--- config.mk ---
export PLATFORM = sky130hd
export DESIGN_NAME = mtg_front
export DESIGN_NICKNAME = d
export VERILOG_FILES = /design/src/rtl/core/mtg_pkg.sv /design/src/rtl/core/mtg_front.sv
export SDC_FILE = /design/constraint.sdc
export NUM_CORES = 1
export LEC_CHECK = 0
export ABC_CLOCK_PERIOD_IN_PS = 2450
export BUFFER_PORTS_ARGS = -buffer_cell sky130_fd_sc_hd__buf_4
export CORE_AREA = 2 2 39 41
export CTS_BUF_LIST = sky130_fd_sc_hd__clkbuf_2 sky130_fd_sc_hd__clkbuf_4 sky130_fd_sc_hd__clkbuf_8
export DETAILED_ROUTE_END_ITERATION = 12
export DIE_AREA = 0 0 41 43
export GPL_ROUTABILITY_DRIVEN = 0
export GPL_TIMING_DRIVEN = 0
export SETUP_SLACK_MARGIN = 0.15
export SLEW_MARGIN = 10
export SYNTH_ARGS = -nofsm -noshare
export SYNTH_HDL_FRONTEND = slang
export SYNTH_SLANG_ARGS = --single-unit
--- constraint.sdc ---
create_clock -name clk_i -period 2.45 [get_ports clk_i]
set_input_delay 0.1225 -clock clk_i [delete_from_list [all_inputs] [get_ports clk_i]]
set_output_delay 0.1225 -clock clk_i [all_outputs]
set_load 0.02 [all_outputs]
--- src/rtl/core/mtg_pkg.sv ---
// ----------------------------------------------------------------------------
// MT19937 generator package
// Constants, command and state types shared by the generator modules.
// ----------------------------------------------------------------------------
package mtg_pkg;

  localparam int unsigned WordW        = 32;
  localparam int unsigned StateWords   = 624;
  localparam int unsigned MiddleOffset = 397;
  localparam int unsigned IdxW         = $clog2(StateWords + 1);
  localparam int unsigned InDataW      = 8;

  localparam logic [WordW-1:0] MtMatrix  = 32'h9908_B0DF;
  localparam logic [WordW-1:0] InitMul   = 32'd1812433253;
  localparam logic [WordW-1:0] TemperB   = 32'h9D2C_5680;
  localparam logic [WordW-1:0] TemperC   = 32'hEFC6_0000;
  localparam logic [WordW-1:0] ResetSeed = 32'h0123_4567;

  localparam int unsigned CmdQueueDepth = 2;

  typedef enum logic {
    CMD_DRAW,
    CMD_RESEED
  } cmd_e;

  typedef struct packed {
    logic valid;
    cmd_e cmd;
  } cmd_req_t;

  typedef enum logic [3:0] {
    ST_IDLE,
    ST_FILL_INIT,
    ST_FILL_MUL,
    ST_FILL_ADD,
    ST_DRAW,
    ST_DRAW_RD,
    ST_TW_START,
    ST_TW_LOAD,
    ST_TW_RD,
    ST_TW_WR
  } eng_state_e;

endpackage

--- src/rtl/core/mtg_front.sv ---
// ----------------------------------------------------------------------------
// MT19937 generator front end
// Accepts input words, classifies them as draw or reseed, and queues them.
// ----------------------------------------------------------------------------
module mtg_front #(
  parameter int unsigned QueueDepth = mtg_pkg::CmdQueueDepth
) (
  input  logic                        clk_i,
  input  logic                        rst_ni,
  input  logic                        s_axis_tvalid,
  output logic                        s_axis_tready,
  input  logic [mtg_pkg::InDataW-1:0] s_axis_tdata,   // [0] reseed
  output mtg_pkg::cmd_req_t           cmd_o,
  input  logic                        cmd_pop_i
);

  localparam int unsigned PtrW = (QueueDepth > 1) ? $clog2(QueueDepth) : 1;
  localparam int unsigned CntW = $clog2(QueueDepth + 1);

  mtg_pkg::cmd_e   queue_q [QueueDepth];
  logic [PtrW-1:0] wr_ptr_q, wr_ptr_d;
  logic [PtrW-1:0] rd_ptr_q, rd_ptr_d;
  logic [CntW-1:0] count_q, count_d;
  logic            push, pop;
  mtg_pkg::cmd_e   in_cmd;

  assign s_axis_tready = (count_q != CntW'(QueueDepth));
  assign push          = s_axis_tvalid && s_axis_tready;
  assign pop           = cmd_pop_i && (count_q != '0);
  assign in_cmd        = s_axis_tdata[0] ? mtg_pkg::CMD_RESEED : mtg_pkg::CMD_DRAW;

  always_comb begin
    wr_ptr_d = wr_ptr_q;
    rd_ptr_d = rd_ptr_q;
    if (push) begin
      wr_ptr_d = (wr_ptr_q == PtrW'(QueueDepth - 1)) ? '0 : wr_ptr_q + 1'b1;
    end
    if (pop) begin
      rd_ptr_d = (rd_ptr_q == PtrW'(QueueDepth - 1)) ? '0 : rd_ptr_q + 1'b1;
    end
    count_d = count_q + CntW'(push) - CntW'(pop);
  end

  always_ff @(posedge clk_i or negedge rst_ni) begin
    if (!rst_ni) begin
      wr_ptr_q <= '0;
      rd_ptr_q <= '0;
      count_q  <= '0;
    end else begin
      wr_ptr_q <= wr_ptr_d;
      rd_ptr_q <= rd_ptr_d;
      count_q  <= count_d;
    end
  end

  always_ff @(posedge clk_i) begin
    if (push) begin
      queue_q[wr_ptr_q] <= in_cmd;
    end
  end

  assign cmd_o.valid = (count_q != '0);
  assign cmd_o.cmd   = queue_q[rd_ptr_q];

endmodule

; Yosys cells after proc, flatten, opt, wreduce, memory -nomap -nowiden
; Memories as Yosys holds them, arrays and structs flattened.
; Cells that the tools add are included.
[totals]
elab_cells = 17
ramBits = 2
latchBits = 0
memories = 1
out_inout_bits = 3
mem_bits_ro = 0
register_bits = 4
[memory_table]
columns = memory, depth, width, read_ports, rd_ports_with_merged_regs, write_ports, line
row1 = queue_q, 2, 1, 1, 0, 1, mtg_front.sv:20  ; mtg_pkg::cmd_e queue_q [QueueDepth];
[classes]
bitwise = 0
reduce_logical = 3
n_shift = 0
eq_ne = 1
n_mux = 5
n_lt_le_gt_ge = 0
mul = 0
addsub = 4
n_div = 0
[ops]
columns = operator, count
row1 = $mux W1, 5
row2 = $add A1 B1 Y1 const B, 2
row3 = $add A2 B1 Y2, 1
row4 = $logic_and A1 B1 Y1, 2
row5 = $ne A2 B2 Y1 const B, 1
row6 = $reduce_bool A2 Y1, 1
row7 = $sub A2 B1 Y2, 1

; Depth between registers and ports, before layout
; Gate-level depths: netlist (run 1).
[logic_depth]
depth_word = 4
ltp_mapped = 7
mapped_depth_nobuf = 7

; Worst setup path after synthesis (run 1)
; No wires, ideal clock.
[synth_timing]
kind = register to register
startpoint = register count_q[1]
endpoint = register count_q[1]
setup_slack_ps = 729
t_arrival_ps = 1599
setup_time_ps = 123
path_stages_with_launch = 8
cell_sequence = dfrtp_1 or2_1 and2_4 ha_1 inv_1 ha_1 xnor2_1 xnor2_1
[synth_rtl]
columns = element, line
row1 = "start, declared", mtg_front.sv:23  ; logic [CntW-1:0] count_q, count_d;
row2 = "start signal, assigned", mtg_front.sv:52  ; count_q <= count_d;

; Worst setup path in the final report (run 1)
[layout_timing]
startpoint = register count_q[1]
endpoint = register count_q[1]
[layout_between]
elab_cells_between_ends = 6
classes_between = add/sub (2) / eq/ne (1) / reduce/logical (3)
[layout_rtl]
columns = element, line
row1 = $reduce_bool A2 Y1, mtg_front.sv:29  ; assign pop = cmd_pop_i && (count_q != '0);
row2 = $logic_and A1 B1 Y1, mtg_front.sv:29
row3 = named net pop, mtg_front.sv:24  ; logic push, pop;
row4 = $sub A2 B1 Y2, mtg_front.sv:41  ; count_d = count_q + CntW'(push) - CntW'(pop);
row5 = named net count_d[1], mtg_front.sv:23
; The timed path passes the listed nets, and every way through them passes these cells.
; A chain may end at the register's enable or synchronous reset.

==> results of run 1 <==
kinds of logic after synthesis:
group / Yosys count
XOR/XNOR: 4
adder cells (fa/ha/maj): 2
AND/OR/NAND/NOR: 6
buffers and inverters: 1
flip-flops: 6
multiplexers: 1
metal layers:
layer	part of all wire, %	up-vias	track usage, %
met4	0	0	2.00
met1	51	74	6.89
met2	36	10	6.56
li1	-	89	-
met3	14	0	6.28
met5	0	-	0
timing repair:
action | in CTS | in global routing
setup buffers | 0 | 0
gates resized for setup | 0 | 0
hold endpoints to repair | 4 | 0
hold buffers | 1 | 0
power by group through the flow:
stage,clock network [mW],registers [mW],logic (mW)
3_3_place_gp,0,0.182,0.207
6_report,0.112,0.181,0.210
4_1_cts,0.117,0.183,0.213
2_1_floorplan,0,0.174,0.154
3_5_place_dp,0,0.184,0.210
5_1_grt,0.122,0.185,0.228
cell type report:
type,instances,area [sq um]
tap,16,20.0
inverter,1,3.75
clock buffer,4,30.0
fill,149,1000
multi-input combinational,13,106
timing repair buffer,8,62.6
sequential,6,160
stage by stage:
stage | hold WS (ns) | worst slack, ns | total power [mW] | area, sq um
3_5_place_dp | -0.0747 | 0.788 | 0.394 | 343
3_3_place_gp | -0.0767 | 0.794 | 0.389 | 343
2_1_floorplan | -0.173 | 0.729 | 0.328 | 270
4_1_cts | 0.0555 | 0.772 | 0.512 | 383
6_report | 0.0603 | 0.789 | 0.503 | 383
5_1_grt | 0.0481 | 0.712 | 0.535 | 383
cells in the mapped netlist:
library cell,number,area share [%]
dfrtp_1,4,37
xnor2_1,3,9.7
edfxtp_1,2,22
ha_1,2,9.3
and2_4,1,3.2
and3_1,1,2.3
inv_1,1,1.4
mux2_2,1,4.2
nand2_1,1,1.4
nand2b_1,1,2.3
nor2_1,1,1.4
or2_1,1,2.3
xor2_1,1,3.2
registers in the layout (all words and copies together), names as in the netlist:
signal / flops
wr_ptr_q: 1
count_q: 2
queue_q: 2
rd_ptr_q: 1
layout by cell type (no fill, tap or decap):
master	instances
xnor2_1	3
clkbuf_4	4
ha_1	2
xor2_1	1
nand2b_1	1
mux2_2	1
dlygate4sd3_1	1
nand2_1	1
buf_4	7
and3_1	1
nor2_1	1
edfxtp_1	2
or2_1	1
and2_4	1
inv_1	1
dfrtp_1	4
how the worst max path moves through the flow:
stage                              start                    to  slack, ns
finish              count_q[1]$_DFF_PN0_  count_q[1]$_DFF_PN0_       0.79
global placement    count_q[1]$_DFF_PN0_  count_q[1]$_DFF_PN0_       0.79
detailed placement  count_q[1]$_DFF_PN0_  count_q[1]$_DFF_PN0_       0.79
floorplan           count_q[1]$_DFF_PN0_  count_q[1]$_DFF_PN0_       0.73
global route        count_q[1]$_DFF_PN0_  count_q[1]$_DFF_PN0_       0.71
CTS                 count_q[1]$_DFF_PN0_  count_q[1]$_DFF_PN0_       0.77
==> flow_summary.yaml, run 1 <==
synthesis:
  synth_top_family_by_area: "simple AND/OR/NAND/NOR gates"
  ys_seq_area_share_pct: 59.3
  yosys.cell_types.count: 13
  synth_simple_gate_area_share_pct: 13.0
  synth.net_count: 34
  synth_xor_xnor_area_share_pct: 13.0
  synth_cells: 20
  netlist_area_sq_um: 270
  ys_ff_latch: 6
  synth_compound_area_share_pct: 0
  syn_avg_cell_area_sq_um: 13.5
  synthMuxAreaShare_pct: 4.17
  synthAdderAreaFrac_pct: 9.26
  yosysWarnings: 0
run_status:
  status: "finished, final reports clean"
floorplan:
  floorplan.initialDensity_pct: 19.5
  chipHeight_um: 43
  core_sq_um: 1380
  top_level_ports: 15
  die_w_um: 41
  row_count: 14
  die-area_sq_um: 1760
grt:
  overflow: 0
  track_usage_pct: 5.76
  grt_pass1_wl_um: 607
  antenna_found_initial: 0
  grt_pass1_vias: 154
  grt_max_degree: 5
route:
  num_vias: 173
  viasPerCell: 3.60
  wl_per_cell_um: 9.35
  dr.pass1.iters: 1
  remaining_drc_errors: 0
  drtIter0Drc: 0
  routed_wl_um: 449
  ant_nets: 0
hold_path:
  hp-start: "s_axis_tdata[0]"
  holdPathEnd: "queue_q[1]$_DFFE_PP_"
  hold-path-cell-count: 1
  hp-class: "input port to register"
sta:
  slew_violations: 0
  slew_headroom_pct: 89.3
  clock_skew_ns: 0.00627
  fin_crit_sh_pct: 67.8
  fmax_ghz: 0.602
  rsz0062_at_grt: "no"
  setup_tns_ns: 0
  hold_viol_final: 0
  setup_violations: 0
  worst_slew_pin_slew_ns: 0.159
  fin_crit_ns: 1.66
setup_path:
  ff2ff_setup_slack_ns: 0.79
  critPathCaptureType: "register"
  crit_required_ns: 2.62
  reg2reg_from: "count_q[1]$_DFF_PN0_"
  reg2reg_to: "count_q[1]$_DFF_PN0_"
  crit_chain: "or2_1, and2_4, ha_1, inv_1, ha_1, xnor2_1, xnor2_1"
  r2r_cells: 7
  worstSetupStartpointType: "register"
  critPathBufInv: 1
  cp.arrival_ns: 1.83
  crit_family: "adder cells"
  crit_cells: 7
  cpPeakStageDelay_ns: 0.39
  crit_path_top_delay_cell: "dfrtp_1"
  cp_max_fo: 3
  path_class: "register to register"
cts:
  root_buffer: "clkbuf_4"
  cts.sinks: 6
  cts_buffer_depth: 2
  cts_made_buffers: 3
  insertion_delay_ns: 0.25
  clk_pin_slew_ns: 0.05
  ctsHtreeMaxLevel: 1
  cts_tree: "built"
run:
  maxCapViolations: 0
cells_and_area:
  final_util_pct: 27.7
  stdcell_count: 48
  drive_gt1_share_pct: 40.6
  nNetsFinal: 47
  synthToLayoutAreaGrowth_pct: 41.7
  n_antenna_cell: 0
pwr:
  p_int_mw: 0.336
  irDropWorstVdd_mv: 0.491
  pwr-share-comb_pct: 41.7
  sw_frac_of_total_pct: 33.3
  power_switching_mw: 0.167
  p_seq_share_pct: 36.1
  power_leakage_nw: 0.176
  p_clk_share_pct: 22.2
  power_density_nw_per_um2: 1310
place:
  io_buffers: 7
  dp_cells: 43
(Power assumes the default switching activity.)
==> inputs of run 2 (changes only) <==
ABC_CLOCK_PERIOD_IN_PS = 1400   (was 2450)
clock period = 1.4 ns   (was 2.45 ns; I/O delays follow)
==> flow_summary.yaml, run 2 (synthesized netlist as in run 1, its figures left out) <==
grt:
  track_usage_pct: 8.10
  antenna_found_initial: 0
  grt_pass1_wl_um: 890
  overflow: 0
  grt_max_degree: 5
  grt_pass1_vias: 215
run:
  maxCapViolations: 0
run_status:
  status: "complete, but fails checks"
  failed_checks: "negative setup slack"
hold_path:
  hold-path-cell-count: 1
  hp-class: "input port to register"
setup_path:
  crit_path_top_delay_cell: "dfrtp_1"
  cp.arrival_ns: 1.76
  crit_chain: "or2_4, and2_4, ha_4, inv_2, ha_4, xnor2_2, xnor2_1"
  critPathCaptureType: "register"
  crit_cells: 7
  cp_max_fo: 3
  worstSetupStartpointType: "register"
  cpPeakStageDelay_ns: 0.38
  crit_required_ns: 1.55
  path_common_cell: "ha_4"
  crit_family: "simple AND/OR/NAND/NOR gates"
  path_class: "register to register"
  r2r_cells: 7
  critPathBufInv: 1
sta:
  clock_skew_ns: 0.00726
  hold_viol_final: 0
  worst_slew_pin_slew_ns: 0.154
  fin_crit_ns: 1.61
  rsz0062_at_grt: "yes"
  slew_headroom_pct: 89.7
  fin_crit_sh_pct: 115
  fmax_ghz: 0.620
  setup_tns_ns: -0.214
  setup_violations: 1
  fin_ws_ns: -0.214
  slew_violations: 0
route:
  wl_per_cell_um: 10.9
  ant_nets: 0
  dr.pass1.iters: 2
  viasPerCell: 3.79
  drtIter0Drc: 2
  routed_wl_um: 566
  num_vias: 197
  remaining_drc_errors: 0
cts:
  ctsHtreeMaxLevel: 1
  cts_made_buffers: 3
  cts.sinks: 6
  root_buffer: "clkbuf_4"
  cts_tree: "built"
  clk_pin_slew_ns: 0.05
  cts_buffer_depth: 2
  insertion_delay_ns: 0.24
cells_and_area:
  final_cell_mix: "buf_4, clkbuf_4, dfrtp_1"
  drive_gt1_share_pct: 63.9
  layout_commonest_cell: "buf_4"
  nNetsFinal: 51
  synthToLayoutAreaGrowth_pct: 68.1
  n_antenna_cell: 0
  multiInputGateArea_sq_um: 144
  ff_latch_area_sq_um: 160
  reg.largest.list: "count_q x2, queue_q x2"
  filler_cell_count: 141
floorplan:
  die_w_um: 41
  core_sq_um: 1380
  floorplan.initialDensity_pct: 19.5
  die-area_sq_um: 1760
  chipHeight_um: 43
  row_count: 14
  top_level_ports: 15
pwr:
  total_power_mw: 1.09
  power_leakage_nw: 0.202
  power_density_nw_per_um2: 2400
  irDropWorstVdd_mv: 0.720
place:
  io_buffers: 7
  dpl.hpwl_um: 384
[run 2: final timing paths]
| check | from | endpoint | slack (ns) |
|---|---|---|---|
| setup / recovery | count_q[0]$_DFF_PN0_ | count_q[1]$_DFF_PN0_ | -0.21 |
| min in group asynchronous | rst_ni | rd_ptr_q$_DFFE_PN0P_ | 0.16 |
| hold / removal | s_axis_tdata[0] | queue_q[1]$_DFFE_PP_ | 0.02 |
| max in group asynchronous | rst_ni | wr_ptr_q$_DFFE_PN0N_ | 1.13 |
| hold reg to reg | rd_ptr_q$_DFFE_PN0P_ | rd_ptr_q$_DFFE_PN0P_ | 0.50 |
| setup reg to reg | count_q[0]$_DFF_PN0_ | count_q[1]$_DFF_PN0_ | -0.21 |
[run 2: metrics by stage]
stage	instance area, sq um	instances	setup WS (ns)	hold WS [ns]	utilization, %
CTS	433	51	-0.222	0.00181	31.3
floorplan	290	20	-0.212	-0.226	-
finish	454	52	-0.214	0.0157	32.8
detailed placement	363	43	-0.236	-0.130	26.2
global placement	363	43	-0.189	-0.134	26.2
global route	454	52	-0.287	0.00936	32.8
[run 2: timing repair]
action,CTS,global route
hold buffers,1,0
pin swaps,1,1
endpoints found under the setup margin,2,3
hold endpoints to repair,4,0
buffers inserted,3,1
resized for setup,1,2
[run 2: area by class of cell]
type / count / area share [%]
multi-input combinational: 13 / 31.7
clock buffer: 4 / 6.61
sequential: 6 / 35.3
tap: 16 / 4.41
inverter: 1 / 0.826
timing repair buffer: 12 / 21.2
[run 2: per-layer routing]
metal | vias to the layer above | GRT usage, % | part of all wire, %
met1 | 91 | 7.92 | 43
met4 | 0 | 4.00 | 1.1
met5 | - | 0 | 0
met3 | 2 | 4.71 | 6.5
met2 | 8 | 12.8 | 50
li1 | 96 | - | -
[run 2: report_power, final]
part           leakage [nW]  switching, mW  internal (mW)
combinational         0.118          0.244          0.334
clock                0.0184         0.0643          0.127
sequential           0.0652         0.0542          0.264
total                 0.202          0.362          0.726
